`src/rtl/core/tadc_pkg.sv`:
```
// ----------------------------------------------------------------------------
// tadc_pkg
// Shared types and constants of the thermistor temperature converter.
// ----------------------------------------------------------------------------
package tadc_pkg;

  localparam int TABLE_DEPTH   = 64;
  localparam int TBL_AW        = $clog2(TABLE_DEPTH);
  localparam int CNT_W         = $clog2(TABLE_DEPTH + 1);
  localparam int RES_FRAC_BITS = 8;
  localparam int DIV_NUM_W     = 58;
  localparam int DIV_DEN_W     = 33;
  localparam int DIV_CNT_W     = $clog2(DIV_NUM_W + 1);

  typedef enum logic [1:0] {
    OP_LOAD = 2'd0,
    OP_CONV = 2'd1,
    OP_BACK = 2'd2,
    OP_NONE = 2'd3
  } op_t;

  typedef enum logic [1:0] {
    ST_OK   = 2'd0,
    ST_LOW  = 2'd1,
    ST_HIGH = 2'd2
  } status_t;

  typedef enum logic [1:0] {
    REG_ADC_BITS = 2'd0,
    REG_BIAS     = 2'd1,
    REG_COUNT    = 2'd2
  } reg_idx_t;

  typedef enum logic [3:0] {
    S_IDLE,
    S_CMUL,
    S_CDIV,
    S_SRD,
    S_SCHK,
    S_IMUL,
    S_IDIV,
    S_BMUL,
    S_BDIV,
    S_DONE
  } state_t;

  typedef struct packed {
    logic                 start;
    logic [DIV_NUM_W-1:0] num;
    logic [DIV_DEN_W-1:0] den;
  } div_req_t;

  typedef struct packed {
    logic                 done;
    logic                 busy;
    logic [DIV_NUM_W-1:0] quo;
  } div_rsp_t;

endpackage

```
`src/rtl/core/tadc_div.sv`:
```
// ----------------------------------------------------------------------------
// tadc_div
// Unsigned restoring divider, one quotient bit per cycle.
// ----------------------------------------------------------------------------
module tadc_div import tadc_pkg::*; (
  input  logic     clk,
  input  logic     rst_n,
  input  div_req_t req,
  output div_rsp_t rsp
);

  logic                 busy_r;
  logic                 done_r;
  logic [DIV_CNT_W-1:0] cnt_r;
  logic [DIV_NUM_W-1:0] quo_r;
  logic [DIV_DEN_W-1:0] rem_r;
  logic [DIV_DEN_W-1:0] den_r;
  logic [DIV_DEN_W:0]   trial;
  logic [DIV_DEN_W:0]   diff;

  assign trial = {rem_r, quo_r[DIV_NUM_W-1]};
  assign diff  = trial - {1'b0, den_r};

  always_ff @(posedge clk) begin
    if (!rst_n) begin
      busy_r <= 1'b0;
      done_r <= 1'b0;
      cnt_r  <= '0;
    end else begin
      done_r <= 1'b0;
      if (req.start) begin
        busy_r <= 1'b1;
        cnt_r  <= DIV_CNT_W'(DIV_NUM_W);
      end else if (busy_r) begin
        cnt_r <= cnt_r - 1'b1;
        if (cnt_r == DIV_CNT_W'(1)) begin
          busy_r <= 1'b0;
          done_r <= 1'b1;
        end
      end
    end
  end

  always_ff @(posedge clk) begin
    if (req.start) begin
      quo_r <= req.num;
      rem_r <= '0;
      den_r <= req.den;
    end else if (busy_r) begin
      if (!diff[DIV_DEN_W]) begin
        rem_r <= diff[DIV_DEN_W-1:0];
        quo_r <= {quo_r[DIV_NUM_W-2:0], 1'b1};
      end else begin
        rem_r <= trial[DIV_DEN_W-1:0];
        quo_r <= {quo_r[DIV_NUM_W-2:0], 1'b0};
      end
    end
  end

  assign rsp.done = done_r;
  assign rsp.busy = busy_r;
  assign rsp.quo  = quo_r;

endmodule

```
`config.mk`:
```
export PLATFORM = sky130hd
export DESIGN_NAME = tadc_div
export DESIGN_NICKNAME = d
export VERILOG_FILES = /design/src/rtl/core/tadc_pkg.sv /design/src/rtl/core/tadc_div.sv
export SDC_FILE = /design/constraint.sdc
export NUM_CORES = 1
export LEC_CHECK = 0
export ABC_CLOCK_PERIOD_IN_PS = 3850
export BUFFER_PORTS_ARGS = -buffer_cell sky130_fd_sc_hd__buf_4
export CORE_MARGIN = 2
export CORE_UTILIZATION = 40
export DETAILED_ROUTE_END_ITERATION = 10
export PLACE_DENSITY = 0.68
export SETUP_SLACK_MARGIN = 0.1
export SLEW_MARGIN = 20
export SYNTH_ARGS = -nofsm -noshare
export SYNTH_HDL_FRONTEND = slang
export SYNTH_SLANG_ARGS = --single-unit
```
`constraint.sdc`:
```
create_clock -name clk -period 3.85 [get_ports clk]
set_input_delay 0.385 -clock clk [delete_from_list [all_inputs] [get_ports clk]]
set_output_delay 0.385 -clock clk [all_outputs]
set_load 0.01 [all_outputs]
```
# Yosys cells after proc, flatten, opt, wreduce, memory -nomap -nowiden
# Cells that the tools add are included.
[word_totals] reg_bits=132 input_bits=94 out_inout_bits=60 elab_cells=25
[classes] addsub=2 eq_ne=1 mux=10 bitwise_logic=2 n_reduce_logical=3
[op_table] cell="two-way mux 58 bit" count=2
[op_table] cell="subtractor 34 x 33 -> 34 bit" count=1
[op_table] cell="two-way mux 33 bit" count=1
[op_table] cell="two-way mux 6 bit" count=2
[op_table] cell="== test 6 x 1 -> 1 bit, second input constant" count=1
[op_table] cell="subtractor 6 x 1 -> 6 bit, second input constant" count=1
[op_table] cell="two-way mux 1 bit" count=5
[op_table] cell="OR reduction 3 bit" count=1
[op_table] cell="NOT 1 bit" count=2
[op_table] cell="nonzero test 2 bit" count=1
[op_table] cell="OR reduction 2 bit" count=1

# Depth between registers and ports, before layout
[depth] depth_word=4 depth_mapped=13 depth_no_buf=12

# Worst setup path before layout
# OpenSTA, ideal clock, no wires.
[synth_timing] kind="register to register" start="reg quo_r[57]" end="reg rem_r[32]" setup_ps=59 arrival_time_ps=2799 required_time_ps=3791 slack_ps=992 path_stages_with_launch=13 n_path_buf=0 synth_period_minus_slack_ps=2858 path_cell_list="edfxtp_1 > inv_1 > ha_1 > fa_1 > nor2b_1 > o31a_1 > o2111a_1 > a2111o_1 > a31o_2 > a21oi_1 > o311ai_0 > nor3_1 > o31a_1"
[synth_between] elab_chain_len=2
[synth_rtl] element="from (decl)" line_no="tadc_div.sv:15" text="logic [DIV_NUM_W-1:0] quo_r;"
[synth_rtl] element="from (signal assigned)" line_no="tadc_div.sv:46" text="quo_r <= req.num;"
[synth_rtl] element="from (signal assigned)" line_no="tadc_div.sv:52" text="quo_r <= {quo_r[DIV_NUM_W-2:0], 1'b1};"
[synth_rtl] element="from (signal assigned)" line_no="tadc_div.sv:55" text="quo_r <= {quo_r[DIV_NUM_W-2:0], 1'b0};"
[synth_rtl] element="subtractor 34 x 33 -> 34 bit" line_no="tadc_div.sv:22" text="assign diff = trial - {1'b0, den_r};"
[synth_rtl] element="two-way mux 33 bit" line_no="tadc_div.sv:50" text="if (!diff[DIV_DEN_W]) begin"
[synth_rtl] element="to (signal assigned)" line_no="tadc_div.sv:51" text="rem_r <= diff[DIV_DEN_W-1:0];"
[synth_rtl] element="to (signal assigned)" line_no="tadc_div.sv:54" text="rem_r <= trial[DIV_DEN_W-1:0];"
[synth_rtl] element="to (decl)" line_no="tadc_div.sv:16" text="logic [DIV_DEN_W-1:0] rem_r;"
# No other way between the ends.
# A chain may end at the register's enable or synchronous reset.

# Worst setup path in the final report
[layout_timing] start="reg den_r[16]" end="reg rem_r[28]"
[layout_between] elab_chain_len=2
[layout_rtl] element="from (decl)" line_no="tadc_div.sv:17" text="logic [DIV_DEN_W-1:0] den_r;"
[layout_rtl] element="from (signal assigned)" line_no="tadc_div.sv:48" text="den_r <= req.den;"
[layout_rtl] element="subtractor 34 x 33 -> 34 bit" line_no="tadc_div.sv:22"
[layout_rtl] element="two-way mux 33 bit" line_no="tadc_div.sv:50"
# No other way between the ends.

==> metrics <==
Core ar.=roughly 0.018 mm²; worst hold stages=1; layout cells sized above 1=32.2%; count of pins over their slew limit=0; clock network fraction of total power=~39%; net switching power=between 1 and 1.5 mW; CTS clk-pin slew, worst paths=0.07 ns; Yosys top cell area share=37.8%; skew final=0.0106 ns; die height=roughly 140 µm; HPWL Detailed=around 12000 µm; clk_lat worst skew=roughly 0.43 ns; Worst EP required=just over 4 ns; VDD IR-drop max=between 0.0003 and 0.0004 V; sw frac=between 20% and 30%; Seq cells post-synth=132; Syn Area/Cell=about 11 µm²; Mapped Cells=roughly 640; Area contributors post-synth=edfxtp_1 (38%), dfxtp_1 (11%), mux2_2 (9.3%); clock root buffer master=clkbuf_16; register area=approximately 0.0036 mm²; design area=0.00918 mm²; PortBufs=153; M3 GR Usage=8.66%; antenna violations before repair=0; EDFF count, synth=91; CP Class=reg -> reg; Power Total=around 4.4 mW; CP Data Arrival Time=about 3.6 ns; io pins=roughly 150; commonest cells after routing, fill and taps aside=buf_4 (160), edfxtp_1 (91), mux2_2 (60), nor2_1 (51), inv_1 (43); initial core utilization=around two fifths; Clock Tree Buf Depth=2; Placed Cells=1001; final hold violations=0; gr usage total=a little under a fifth; area of the mapped netlist=between 0.007 and 0.008 mm²; Final GP Congestion=around 0.85; Top FF cell, synth=edfxtp_1; CTS tree=built; CP endpoint kind=flip-flop; relative slew slack=48.3%; Setup crit start kind=flip-flop; Top Usage Layer GRT=met2; R2R cell count=12; DRC=0; fin cells=roughly 1000; DIE WIDTH=~140 µm; fmax=approximately 300 MHz; buffer count from post-CTS setup fixing=0; most common cell after layout, fill and taps aside=buf_4; Multi-input gate area=roughly 0.0034 mm²; vias=approximately 5400; crit-path max FO=22; synth warn=0; # rows=just under 50; CTS Buf Count=17; Antenna Nets Post-Route=0; Inserted Diodes=0; Area after DPL=around 0.0086 mm²; Worst Hold Class=in -> reg; max-cap violations=0; DR iter-0 viols=around 280; Seq pwr share=between 30% and 40%; RSZ-0062 raised after global routing=no; wire length per cell=16.7 µm; Routed WL=between 15000 and 20000 µm; Filler cells=~1600; # H-tree levels=4; post_cts resized=0; GR met1 Demand/Resource=22.3%; Nets=921; outcome=finished, final reports clean; post-synth top area cell=edfxtp_1; min cycle time layout=between 3 and 4 ns; largest net degree at the start of global routing=67; CTS sink cnt=132; Final Util=51.4%; syn_nets=between 700 and 800; GRT overflow=0; ys async rst share=0%; Area Growth Syn to Fin=26.8%; TNS Setup=0 ns; Distinct cells, synth=between 50 and 60; post-DR vias/cell=5.25; CTS Hold Bufs=0; total iterations of the first detailed-routing run=5; crit share post-route=a little under nine tenths; final setup vio count=0; PwrDens=483 mW/mm²; vias in the first global route=about 5500; Seq/Total Area, Yosys=between 40% and 50%; actual transition at the worst max-transition pin=0.776 ns; Pleak=3.79 nW; first-pass GRT wire length=28200 µm; Die ar.=0.0192 mm²; internal power=~3.2 mW; grt met2 use=just under 30%; Comb pwr share=between 20% and 30%
-- worst max-delay path, stage by stage, from the launching register on --
cell and delay [ns]:
edfxtp_1 0.32, inv_1 0.04, ha_1 0.42, and4_1 0.29, nand3_1 0.18, nor3_1 0.22, o2111ai_1 0.13, a21oi_1 0.26
nor3_4 0.11, xnor2_4 0.38, buf_4 0.42, mux2i_1 0.25, a211oi_1 0.09
-- cell families after synthesis --
kind of cell	Yosys count	synth area share, %
buffers and inverters	75	4.57
multiplexers	89	13.3
AND/OR/NAND/NOR	133	9.01
adder cells (fa/ha/maj)	36	6.33
flip-flops	132	49.1
XOR/XNOR	34	4.37
AO/OA/AOI/OAI	144	13.3
-- registers in the layout (all words and copies together), names as in the netlist --
name / cells
busy_r: 1
cnt_r: 6
den_r: 33
done_r: 1
quo_r: 58
rem_r: 33
-- synth_stat cells (all sizes together) (2+ instances only) --
cell type,instances
nand3,6
o21ai,24
and2,3
o211ai,2
a211oi,29
ha,35
a21oi,35
o31ai,4
a21boi,2
o2111ai,2
inv,44
nor4b,2
a31oi,5
edfxtp,91
nand3b,5
nand2,28
o41ai,3
and3,2
nor2b,6
mux2i,29
clkbuf,18
nand2b,8
xnor2,26
o21a,7
dfxtp,41
nor3,10
nand4,8
mux2,60
xor2,8
a31o,2
nor2,51
a21o,11
o21bai,4
o31a,3
buf,13
-- final timing paths --
check                           startpoint   endpoint  slack, ns
worst max-delay path             den_r[16]  rem_r[28]       0.56
worst min-delay path               req[26]  den_r[26]       0.13
worst min register to register    rem_r[7]   rem_r[7]       0.49
worst max register to register   den_r[16]  rem_r[28]       0.56
-- power by group through the flow --
stage	Clock (mW)	Combinational [mW]	Sequential [mW]
2_1_floorplan	0	0.617	1.79
3_3_place_gp	0	0.943	1.77
3_5_place_dp	0	0.953	1.77
4_1_cts	1.77	0.958	1.75
5_1_grt	1.83	1.05	1.77
6_report	1.73	0.953	1.75
-- cell type report --
type                       instances  area share, %
clock inverter                    14           2.03
inverter                          44           1.80
tap                              229           3.12
multi-input combinational        436           36.5
timing repair buffer             160           13.1
clock buffer                      18           4.68
sequential                       132           38.7
-- metal layers --
| layer | vias up | part of all wire, % |
|---|---|---|
| met1 | 2569 | 44 |
| met4 | 0 | 1.7 |
| met2 | 154 | 46 |
| met5 | - | 0 |
| met3 | 21 | 8.6 |
| li1 | 2678 | - |
-- stage by stage --
stage	setup WS (ns)	hold WS (ns)
finish	0.556	0.129
global route	0.220	0.107
CTS	0.546	0.107
detailed placement	0.539	0.483
global placement	0.620	0.475
floorplan	0.992	0.453
No activity file was read; power rests on OpenSTA's default activity.
