[src/rtl/core/tadc_ram.sv]
// ----------------------------------------------------------------------------
// tadc_ram
// Generic single-write, single-read RAM with registered read data.
// ----------------------------------------------------------------------------
module tadc_ram #(
  parameter int WIDTH = 8,
  parameter int DEPTH = 16
) (
  input  logic                     clk,
  input  logic                     we,
  input  logic [$clog2(DEPTH)-1:0] waddr,
  input  logic [WIDTH-1:0]         wdata,
  input  logic [$clog2(DEPTH)-1:0] raddr,
  output logic [WIDTH-1:0]         rdata
);

  logic [WIDTH-1:0] mem [DEPTH];

  always_ff @(posedge clk) begin
    if (we) begin
      mem[waddr] <= wdata;
    end
    rdata <= mem[raddr];
  end

endmodule

[config.mk]
export PLATFORM = sky130hd
export DESIGN_NAME = tadc_ram
export DESIGN_NICKNAME = d
export VERILOG_FILES = /design/src/rtl/core/tadc_ram.sv
export SDC_FILE = /design/constraint.sdc
export NUM_CORES = 1
export LEC_CHECK = 0
export ABC_CLOCK_PERIOD_IN_PS = 2800
export BUFFER_PORTS_ARGS = -buffer_cell sky130_fd_sc_hd__buf_4
export CORE_ASPECT_RATIO = 0.7
export CORE_UTILIZATION = 45
export CTS_CLUSTER_DIAMETER = 30
export CTS_CLUSTER_SIZE = 14
export DETAILED_ROUTE_END_ITERATION = 6
export GPL_ROUTABILITY_DRIVEN = 0
export PLACE_DENSITY_LB_ADDON = 0.2
export SETUP_SLACK_MARGIN = 0.3
export SYNTH_ARGS = -nofsm -noshare
export SYNTH_HDL_FRONTEND = slang
export SYNTH_SLANG_ARGS = --single-unit
[constraint.sdc]
create_clock -name clk -period 2.8 [get_ports clk]
set_input_delay 0.7 -clock clk [delete_from_list [all_inputs] [get_ports clk]]
set_output_delay 0.7 -clock clk [all_outputs]
set_load 0.05 [all_outputs]
== Word level (Yosys, flattened, before mapping) ==
Memory sizes are Yosys's and may differ from the RTL's. A register that Yosys moved wholly into a read port is not among the register bits.
Index checks and enable logic that the tools add are counted.

* Bits in registers: 0
* Memory bits (writable): 128
* Input port bits: 18
* Output and inout bits: 8
* Word-level logic and storage cells: 3
* Memories kept: 1

* Mux-type cells: 2

{| class="wikitable"
|+ Memories
! name !! words !! bits a word !! read ports !! clocked after memory_dff !! wr ports !! RTL line !! text
|-
| mem || 16 || 8 || 1 || 1 || 1 || 17 || <nowiki>logic [WIDTH-1:0] mem [DEPTH];</nowiki>
|}

{| class="wikitable"
|+ Operators with widths
! cell !! number
|-
| $mux 1 || 2
|}

== Logic depth before layout (Yosys ltp) ==
Gate-level depths: netlist of run 1.

* Depth after elaboration: 2
* Gate-level depth with buffers: 5
* Gate-level depth less buffers: 3

== Worst setup path before layout of run 1 ==
Ideal clock, no wire load.

* Kind: input to register
* Start: input port waddr[2]
* End: memory mem[0][0] (enable)
* Library setup time: 0.383 ns
* Arrival: 1.810 ns
* Path slack: 0.607 ns
* Stages on the path: 2
* Path buffers: 0
* Path through: or3b_2 -> nor3_1

{| class="wikitable"
|+ RTL lines
! element !! RTL line !! text
|-
| start, declared || 11 || <nowiki>input logic [$clog2(DEPTH)-1:0] waddr,</nowiki>
|-
| end, declared || 17 ||
|}

No word-level cell before the write port.

==> impl.org, run 1 <==
** Setup path
- Depth of the most critical reg-to-reg path :: 3
- In this run the critical register-to-register path is captured at rdata[5]$_DFF_P_.
- Critical path launch point :: raddr[0]
- Walking the worst path, the cells encountered are buf_4, buf_4, mux4_1, a22oi_1, nand2_1.
- The worst setup path is captured at a register.
- Register-to-register setup slack :: ~1.5 ns
- The worst setup path is launched from a primary input.
- The worst setup path is of the primary input to register kind.
- Timing endpoint of the critical path :: rdata[1]$_DFF_P_
- Worst EP arrival :: 2.16 ns
- On the worst path, the slowest cell contributes a delay of 0.56 ns.
- Cell with the biggest individual delay on the critical path :: mux4_1
- In this run the worst path has a maximum fanout of 20.
- The worst register-to-register path begins at mem[10][5]$_DFFE_PP_.
- Most used cell, CP :: buf_4
- CP required :: between 3 and 4 ns

** STA
- Min Clock Period, post-route :: roughly 1.9 ns
- Final Worst Setup Slack :: 0.929 ns
- Final setup viols :: 0
- The final count of hold timing violations came to 0.
- RSZ-0062 raised after global routing :: no
- Final Skew :: 0.00490 ns
- For this run, the top clock speed supported by timing is between 0.5 and 0.6 GHz.
- Slew HR :: 53.8%
- At the pin with the least slew margin, the transition time is 0.691 ns.
- Final cycle utilization of the critical path :: about 67%
- Setup total negative slack on the finished layout was measured at 0 ns.
- Hold is met by 0.606 ns.
- The number of pins with negative max-slew slack in the final report is 0.

** Synth
- For this run, the register share of the synthesized area comes to 77.8%.
- Post-synthesis instance total :: 229
- Ys Warns :: 0
- Total of flip-flops plus latches after synthesis :: around 140
- Synth cell types :: 19
- Post-synthesis average cell area :: 22.5 µm²
- The synthesized netlist occupies a cell area of 5150 µm².
- Synthesized Nets :: 247

** Place
- At the placement stage, the worst setup path has a slack of 0.465 ns.
- Placed instance area :: 5590 µm²
- The wire-length estimate of the detail-placed layout is about 6300 µm.
- Port-buffer cells :: 25

** CTS
- Hold-fix buffer count after cts :: 0
- Root Buffer :: clkbuf_16
- TritonCTS clock tree :: built
- In this run, post-CTS repair resized a total of 0 instances.
- Maximum root-to-sink buffer count :: 2
- Insertion delay to the later sink of the worst-skew pair :: 0.41 ns
- CTS HTree Levels :: 4
- CTS clock-pin slew for the worst setup and hold paths :: 0.05 ns
- Clock tree synthesis found a total of 136 sinks.
- After clock tree synthesis, the setup repair step added 0 buffers.
- TritonCTS created 17 clock buffers.

** Drt
- Before antenna repair, the detailed router went through 4 iterations.
- Number of vias per cell :: 5.26
- Dividing the detail-routed wire length by the instance count gives 22.1 µm.
- DRC violations left :: 0
- Vias post-DR :: 2363
- For this block, the routed nets add up to 9930 µm of wire.
- Antenna-violating nets left :: 0
- Violation count after the first detailed-route iteration :: 154

** Hold path
- The tightest min-delay check is of the primary input to register type.

** Power
- Power per Cell Area :: 780 nW/µm²
- Summed over all cells, the static leakage comes to ~2.1 nW.
- The worst-case IR drop observed on VDD is 0.409 mV.

** Final layout
- Final design utilization :: 55.9%
- Leaving out fill and tap cells, the most frequent cells in the layout are 128 x edfxtp_1, 45 x buf_4, 18 x mux4_2.
- The filler cells instantiated in the layout total 859.
- Post-route standard cell area excluding fillers :: approximately 6200 µm²
- For this run, the post-layout net count is between 300 and 400.
- Number of diodes :: 0
- Cells with a size suffix above 1 make up 31.1% of the layout.
- Most common cell after layout, fill and taps aside :: edfxtp_1
- Area growth syn-to-layout :: 20.5%

** Global route
- The first global-routing pass estimated ~15000 µm of wire.
- In the global route stage, overall resource usage came out at approximately a fifth.
- Initial antenna violation count :: 0
- Entering global routing, the biggest net connects 33 pins.
- Number of global-route vias before repair :: 2529
- Summed over all layers, the global routing overflow is 0.

** Floorplan
- The initial utilization of the core area, before any placement, comes to ~46%.
- The initialized floorplan defines 32 standard-cell rows.
- I/O pin cnt :: 26
- Die boundary width :: 130 µm
- From bottom edge to top edge, the die measures 91.5 µm.
- Core box area :: 11100 µm²
- The floorplan step defined a die boundary enclosing ~12000 µm².

** Run status
- Run status :: finished, final reports clean

** Flow run
- Max-cap violations in this run came to 0.
state kept, by name, summed over array words and instances, names as in the netlist:
name / cells
rdata: 8
mem: 128
critical path: cells and delay by family:
family | cells | cell delay [ns]
compound gates | 1 | 0.26
buf+inv | 2 | 0.57
mux | 1 | 0.56
simple gates | 1 | 0.07
report_power, final:
group          leakage, nW  total [mW]  switching (mW)  internal (mW)
Combinational        0.597       0.264           0.160          0.104
Clock                0.288        2.28           0.801           1.48
Sequential            1.22        2.29          0.0152           2.28
logic make-up after synthesis:
group	count (synthesis)	share of synthesized area, %
AOI/OAI and AO/OA	16	2.33
buffers and inverters	10	1.68
DFF	136	77.8
muxes	32	15.0
and+or+nand+nor	35	3.18
cells in the mapped netlist:
master	instances	area share [%]
and2b_1	1	0.15
buf_4	1	0.15
a22oi_1	16	2.3
clkdlybuf4s25_2	3	0.58
buf_2	3	0.29
and2_1	1	0.12
edfxtp_1	128	75
nor2b_1	1	0.12
nand2b_1	2	0.24
nand2_1	9	0.66
nor3_1	4	0.39
buf_6	3	0.66
dfxtp_1	8	3.1
mux4_1	14	7.1
nand3b_1	2	0.29
mux4_2	18	7.9
or3b_2	1	0.17
nor2_1	13	0.95
nand3_1	1	0.097
how the worst min path moves through the flow:
| stage | from | endpoint | slack [ns] | cells after the start |
|---|---|---|---|---|
| global placement | mem[11][1]$_DFFE_PP_ | rdata[1]$_DFF_P_ | 0.65 | 3 |
| CTS | wdata[3] | mem[5][3]$_DFFE_PP_ | 0.59 | 1 |
| finish | wdata[1] | mem[2][1]$_DFFE_PP_ | 0.61 | 1 |
| global route | wdata[3] | mem[5][3]$_DFFE_PP_ | 0.60 | 1 |
| detailed placement | mem[11][1]$_DFFE_PP_ | rdata[1]$_DFF_P_ | 0.67 | 3 |
| floorplan | mem[7][0]$_DFFE_PP_ | rdata[0]$_DFF_P_ | 0.63 | 3 |
routing by layer:
layer | track usage [%] | vias up | wire, µm
li1 | - | 1082 | -
met1 | 26.7 | 1203 | 4200
met2 | 28.6 | 76 | 4790
met3 | 5.13 | 2 | 927
met4 | 6.98 | 0 | 25
met5 | 0 | - | 0
through the flow:
step | instances | total power, mW
after floorplan | 229 | 2.49
after global placement | 417 | 2.60
after detailed placement | 417 | 2.60
after CTS | 449 | 4.88
after global routing | 449 | 4.99
final | 449 | 4.83
final cells by class:
type	count	area (µm²)	area share (%)
tap	153	191	3.09
clock buffer	18	429	6.92
sequential	136	4000	64.6
timing repair buffer	45	338	5.45
multi-input combinational	83	1060	17.0
clock inverter	14	181	2.93
Power figures use the tool's default switching activity.
==> run 2, diff against run 1 <==
- ABC_CLOCK_PERIOD_IN_PS: 2800 -> 1590
- clock period: 2.8 -> 1.59 ns (I/O delays scaled with it)
==> run 2 against run 1 <==
Net effect:
- total power is 85% higher
- worst hold slack worse by 0.32 ns
- wire length is 3.5% lower
- highest routed layer unchanged
- critical endpoint is now rdata[4]
- count of clock-buffer cells in the layout stayed put
- final cell count is 1.6% higher
- die area stayed put
- sequential share of layout area is 3.9 points lower
- flip-flop and latch count stayed put
- clock power is 89% higher
- register-to-register slack worse by 1.1 ns
==> impl.org, run 2 (synthesized netlist as in run 1, its figures left out) <==
** Floorplan
- The core area came to 11100 µm² (unchanged).
- Die boundary width :: 130 µm (unchanged)
- The die outline area is 11900 µm² (unchanged).
- Chip Height :: 91.5 µm (unchanged)
- I/O pin cnt :: 26 (unchanged)
- Cell row count :: 32 (unchanged)
- Starting utilization of the core area :: 46.4% (unchanged)

** CTS
- Postcts setup bufs :: 0 (unchanged)
- TritonCTS built the clock tree.
- Insertion delay to the later sink of the worst-skew pair :: 0.41 ns (about the same)
- CTS HTree Levels :: 4 (unchanged)
- The hold-fix buffer count after cts came to 0 (unchanged).
- Clock buffer count from CTS :: 17 (unchanged)
- Maximum root-to-sink buffer count :: 2 (unchanged)
- Root Buffer :: clkbuf_16
- CTS clock-pin slew for the worst setup and hold paths :: 0.06 ns (about the same)
- Total clock sinks :: 136 (unchanged)

** Drt
- Pre-Repair DR Iteration Count :: 4 (unchanged)
- Vias post-DR :: 2435 (+3.0%)
- Number of vias per cell :: 5.34 (+1.5%)
- Violation count after the first detailed-route iteration :: 192 (+25%)
- DRC violations left :: 0 (unchanged)
- Antenna-violating nets left :: 0 (unchanged)
- Wire length after detailed routing :: 9590 µm (-3.5%)
- Mean routed wirelength per cell :: 21.0 µm (-4.9%)

** Global route
- The met3 capacity usage during global routing was 5.54% (+0.41 points).
- Maximum number of pins on one net before global-route repair :: 17 (-48%)
- GR Overflow Total :: 0 (unchanged)
- The first-pass GRT wire length came to 14900 µm (-0.96%).
- Most utilized layer in the global route result :: met2
- The met2 track demand over resource in global routing came to 27.5% (-1.1 points).
- The number of antenna violations at the first check in global routing is 0 (unchanged).
- The combined global-route utilization of all metal layers is 18.5% (-0.50 points).
- Number of global-route vias before repair :: 2573 (+1.7%)
- The met1 track demand over resource came to 25.7% (-0.98 points).

** Setup path
- The kind of cell with the highest combined delay along the critical path is flip-flops.
- Startpoint of the lowest-slack register-to-register path :: mem[3][7]$_DFFE_PP_
- Endpoint of the lowest-slack register-to-register path :: rdata[7]$_DFF_P_
- The signal arrival time at the worst endpoint came to 0.91 ns (-1.25 ns).
- WP buf/inv :: 1 (-1)
- The highest net fanout along the worst path came to 1 (-95%).
- The endpoint required time on the critical path is 1.19 ns (-1.90 ns).
- The largest individual stage delay along the critical path comes from the cell dfxtp_2.
- STA classifies the critical path endpoint as a primary output.
- The critical path is of the register to primary output type.
- Critical path launch point :: rdata[4]$_DFF_P_
- The signal on the critical path passes through buf_8.
- Depth of the most critical reg-to-reg path :: 3 (unchanged)
- The reg2reg setup slack was 0.32 ns (-1.14 ns).
- STA classifies the critical path startpoint as a register.
- The delay of the slowest cell on the worst path is 0.35 ns (-0.21 ns).

** Final layout
- The flip-flop count of the largest register after layout was 128 (unchanged).
- The number of diodes came to 0 (unchanged).
- In the final layout, the registers with the most flip-flops are mem (128), rdata (8).
- Area growth syn-to-layout :: 28.5%
- The library cell used most frequently in the layout, excluding fill and tap cells, is edfxtp_1.
- The final cell area excluding filler cells is 6620 µm² (+6.7%).
- Most used cells in the layout excluding fill and tap cells :: 128 x edfxtp_1, 32 x mux4_2, 27 x buf_4
- Fin nets :: 308 (+2.3%)
- Largest register by flop count :: mem
- Share of final-layout standard cells stronger than drive strength 1 :: 47.9% (+17 points)
- Layout filler cell count :: 797 (-7.2%)

** Place
- Port-buffer cells :: 25 (unchanged)
- Worst slack at placement :: -0.219 ns (-0.684 ns)
- Sum of net half-perimeters after detailed placement :: 6400 µm (+1.1%)
- The cell area after placement was 5820 µm² (+4.2%).

** Hold path
- Count of cells along the worst hold path :: 1 (unchanged)
- Hold crit path type :: primary input to register
- Origin of the worst min-delay path :: wdata[6]
- The worst hold path terminates at mem[14][6]$_DFFE_PP_.

** Power
- The leakage component of the power is 2.20 nW (+4.2%).
- Tot Pwr :: 8.95 mW (+85%)
- Power per Cell Area :: 1350 nW/µm² (+73%)
- The maximum vdd drop was 0.805 mV (+97%).

** STA
- The transition time of the tightest slew-check pin came to 0.895 ns (+0.204 ns).
- The count of endpoints failing setup in the final report was 0 (unchanged).
- The hold slack is 0.290 ns (-0.315 ns).
- Subtracting the final worst setup slack from the clock period gives 1.31 ns.
- Sum of negative setup slack :: 0 ns (unchanged)
- The number of pins with negative max-slew slack in the final report came to 0 (unchanged).
- Final Skew :: 0.00681 ns (+0.00191 ns)
- Final hold violation count :: 0 (unchanged)
- The worst setup slack after layout is 0.283 ns (-0.646 ns).
- Maximum clock frequency :: roughly 0.77 GHz
- Setup repair after global routing could not meet its margin everywhere.
- Slew HR :: 40.1% (-14 points)
- The final critical path takes up 82.2% of the cycle.

** Run status
- The run finished with clean final reports.

** Flow run
- Max-cap check violation count :: 0 (unchanged)
-- run 2: cell count changes in the layout (fill, tap and decap cells not counted), moves of 9 or more --
cell	previous run	this run
buf_4	45	27
mux4_1	14	0
mux4_2	18	32
buf_12	0	12
a22oi_1	16	7
a22oi_2	0	9
buf_8	0	9
nor2_1	13	4
-- run 2: through the flow --
stage,util (%),cells
after floorplan,-,229
after global placement,52.5,424
after detailed placement,52.5,424
after CTS,59.2,456
after global routing,59.6,456
final,59.6,456
-- run 2: report_power, final --
group / leakage, nW / total, mW / internal (mW) / switching [mW]
sequential: 1.22 / 4.05 / 4.01 / 0.0328
clock: 0.321 / 4.32 / 2.93 / 1.40
combinational: 0.652 / 0.578 / 0.264 / 0.313
total: 2.20 / 8.95 / 7.20 / 1.74
-- run 2: how the worst max path moves through the flow --
| stage | cells past startpoint | endpoint |
|---|---|---|
| 2_1_floorplan | 2 | mem[0][0]$_DFFE_PP_ |
| 3_3_place_gp | 5 | rdata[4]$_DFF_P_ |
| 3_5_place_dp | 5 | rdata[4]$_DFF_P_ |
| 4_1_cts | 1 | rdata[4] |
| 5_1_grt | 1 | rdata[4] |
| 6_report | 1 | rdata[4] |
-- run 2: cell type report --
type	instances	area (µm²)	area share, %
clock inverters	14	229	3.46
multi-input cells	83	1130	17.1
clock buffers	18	429	6.49
well taps	153	191	2.89
flip-flops and latches	136	4010	60.7
repair buffers	52	623	9.42
-- run 2: timing repair --
| action | in CTS | in global routing |
|---|---|---|
| setup endpoints to repair | 16 | 16 |
| gates cloned | 0 | 0 |
| gates resized for setup | 27 | 13 |
| pin swaps | 2 | 1 |
-- run 2: worst register-to-register path: cells and delay by family, from the launching register on --
family	cells	cell delay, ns
mux	1	0.52
flops	1	0.39
compound gates	1	0.17
simple gates	1	0.07
-- run 2: routing by layer --
| metal | wire (µm) | share of wire (%) |
|---|---|---|
| met5 | 0 | 0 |
| met4 | 141 | 1.5 |
| met3 | 483 | 5.0 |
| met2 | 4520 | 47 |
| met1 | 4450 | 46 |
==> run 3, diff against run 2 <==
- ABC_CLOCK_PERIOD_IN_PS: 1590 -> 1300
- clock period: 1.59 -> 1.3 ns (I/O delays scaled with it)
==> run 3 against run 2 <==
Net effect:
- highest routed layer unchanged
- sequential power is 22% higher
- die area stayed put
- total power is 12% higher
- setup slack worse by 0.23 ns
- first-iteration DRC count is 28% lower
- critical endpoint is now rdata[6]$_DFF_P_
==> impl.org, run 3 (synthesized netlist as in run 1, its figures left out) <==
** Final layout
- Most common cell after layout, fill and taps aside :: edfxtp_1
- Most used cells in the layout excluding fill and tap cells :: 128 x edfxtp_1, 32 x mux4_2, 24 x buf_4, 24 x buf_12, 17 x clkbuf_16
- Final design utilization :: 61.4% (+1.8 points)
- Number of diodes :: 0 (unchanged)
- The net count reported at finish was 318 (+3.2%).
- Largest register by flop count :: mem
- The largest registers in the layout are mem (128), rdata (8).
- Share of final-layout standard cells stronger than drive strength 1 :: 50.6% (+2.8 points)
- Area growth syn-to-layout :: 32.3%
- The flip-flop count of the largest register after layout is 128 (unchanged).
- Post-route standard cell area excluding fillers :: 6810 µm² (+3.0%)

** Global route
- Aggregate global-route resource usage :: 19.6% (+1.0 points)
- Initial antenna violation count :: 0 (unchanged)
- Number of global-route vias before repair :: 2688 (+4.5%)
- The first-pass GRT wire length came to 15800 µm (+5.7%).
- The sum of overflow across all layers after global routing is 0 (unchanged).
- The largest net degree at the start of global routing is 17 (unchanged).

** Drt
- Violation count after the first detailed-route iteration :: 139 (-28%)
- In this run the top signal layer used is met4.
- The count of TritonRoute iterations in the first routing pass was 4 (unchanged).
- The final antenna-violating net count was 0 (unchanged).
- The number of vias per cell after detailed routing came to 5.32 (-0.28%).
- Amount of wire on met3 after detailed routing :: 645 µm (+34%)
- DRC violations left :: 0 (unchanged)
- Detailed-routed wire length on met2 :: 4940 µm (+9.5%)
- Vias post-DR :: 2476 (+1.7%)
- The detailed-route wire length on metal 1 came to 4440 µm (-0.20%).
- Wire length after detailed routing :: 10200 µm (+6.0%)
- Mean routed wirelength per cell :: 21.9 µm (+3.9%)

** CTS
- The clock tree buffer depth came to 2 (unchanged).
- Hold-fix buffer count after cts :: 0 (unchanged)
- The clock network latency to the later pin of the worst-skew pair was 0.41 ns (about the same).
- The H-tree depth reported by CTS is 4 (unchanged).
- CTS clock-pin slew for the worst setup and hold paths :: 0.05 ns (about the same)
- Total clock sinks :: 136 (unchanged)
- TritonCTS built the clock tree.
- The tree is rooted in a clkbuf_16.
- Clock buffer count from CTS :: 17 (unchanged)

** Floorplan
- The vertical die dimension came to 91.5 µm (unchanged).
- The starting density of the core is 46.4% (unchanged).
- Total die area :: 11900 µm² (unchanged)
- Cell row count :: 32 (unchanged)
- The floorplan die width came to 130 µm (unchanged).
- I/O pin cnt :: 26 (unchanged)
- Core box area :: 11100 µm² (unchanged)

** Setup path
- The highest net fanout along the worst path came to 1 (unchanged).
- Worst EP arrival :: 1.53 ns (+0.62 ns)
- Depth of the most critical reg-to-reg path :: 3 (unchanged)
- CP required :: 1.59 ns (+0.40 ns)
- The endpoint identified for the worst register-to-register timing path is rdata[6]$_DFF_P_.
- By startpoint and endpoint, the worst setup path is classified as register to register.
- STA classifies the critical path startpoint as a register.
- The reg2reg setup slack came to 0.05 ns (-0.27 ns).
- The worst register-to-register path begins at mem[11][6]$_DFFE_PP_.
- STA classifies the critical path endpoint as a register.

** STA
- Number of pins with negative max-slew slack in the final report :: 0 (unchanged)
- The final critical path takes up 96.1% of the cycle.
- The clock period could shrink to approximately 1.2 ns.
- The worst slew margin relative to its limit was 37.6% (-2.5 points).
- Timing would allow up to between 0.8 and 0.9 GHz.
- The maximum clock skew at final layout came to 0.00639 ns (-0.000424 ns).
- Sum of negative setup slack :: 0 ns (unchanged)
- Setup repair after global routing could not meet its margin everywhere.
- The count of endpoints failing setup in the final report was 0 (unchanged).
- The transition time of the tightest slew-check pin came to 0.934 ns (+0.0391 ns).
- Final Worst Setup Slack :: 0.0508 ns (-0.232 ns)
- The final count of hold timing violations came to 0 (unchanged).

** Flow run
- Max-cap check violation count :: 0 (unchanged)

** Hold path
- Hold-critical path endpoint :: mem[11][4]$_DFFE_PP_
- Origin of the worst min-delay path :: wdata[4]
- The worst hold path cell count came to 1 (unchanged).
- The path class of the tightest hold or removal check is primary input to register.

** Place
- The pre-CTS setup slack was -0.346 ns (-0.126 ns).
- Sum of net half-perimeters after detailed placement :: 6660 µm (+4.1%)
- The cell area after placement is 6100 µm² (+4.7%).
- Port-buffer cells :: 25 (unchanged)

** Power
- Tot Pwr :: 10.0 mW (+12%)
- The leakage component of the power is 2.25 nW (+2.4%).
- The maximum vdd drop is 1.00 mV (+25%).
- The power density normalized to cell area is 1470 nW/µm² (+9.0%).

** Run status
- Run status :: finished, final reports clean
## run 3: stage by stage
stage	hold slack, ns	cells
after floorplan	0.424	229
after global placement	0.634	432
after detailed placement	0.643	432
after CTS	0.213	465
after global routing	0.224	465
final	0.222	465
## run 3: worst max-delay path, cell delays in order, from the launching register on
cell      delay [ns]
edfxtp_1        0.39
mux4_2          0.49
a22oi_2         0.19
nand2_1         0.07
## run 3: worst max-delay path by stage
| stage | cells after the start | to | slack (ns) | from |
|---|---|---|---|---|
| after global routing | 3 | rdata[5]$_DFF_P_ | 0.03 | mem[11][5]$_DFFE_PP_ |
| after floorplan | 2 | mem[0][0]$_DFFE_PP_ | -0.13 | waddr[2] |
| final | 3 | rdata[6]$_DFF_P_ | 0.05 | mem[11][6]$_DFFE_PP_ |
| after global placement | 5 | rdata[5]$_DFF_P_ | -0.35 | raddr[0] |
| after CTS | 1 | rdata[5] | 0.04 | rdata[5]$_DFF_P_ |
| after detailed placement | 5 | rdata[7]$_DFF_P_ | -0.35 | raddr[0] |
## run 3: power breakdown
group          leakage [nW]  internal (mW)  total (mW)  switching, mW
combinational         0.765          0.379       0.793          0.413
sequential             1.22           4.91        4.96         0.0437
clock                 0.260           2.70        4.29           1.59
total                  2.25           8.00        10.0           2.05
## run 3: cell type report
cell class	count	area (µm²)
multi-input cells	83	1230
flip-flops and latches	136	4010
clock inverters	5	48.8
clock buffers	26	479
well taps	153	191
fillers	806	4280
repair buffers	62	848
## run 3: timing repair
| item | in CTS | in global routing |
|---|---|---|
| pin swaps | 9 | 3 |
| setup endpoints to repair | 102 | 88 |
| gates resized for setup | 40 | 8 |
| setup buffers | 2 | 0 |
## run 3: layer usage
layer / up-vias / track usage, %
li1: 1104 / -
met1: 1289 / 26.8
met2: 72 / 29.6
met3: 11 / 5.60
met4: 0 / 7.56
met5: - / 0
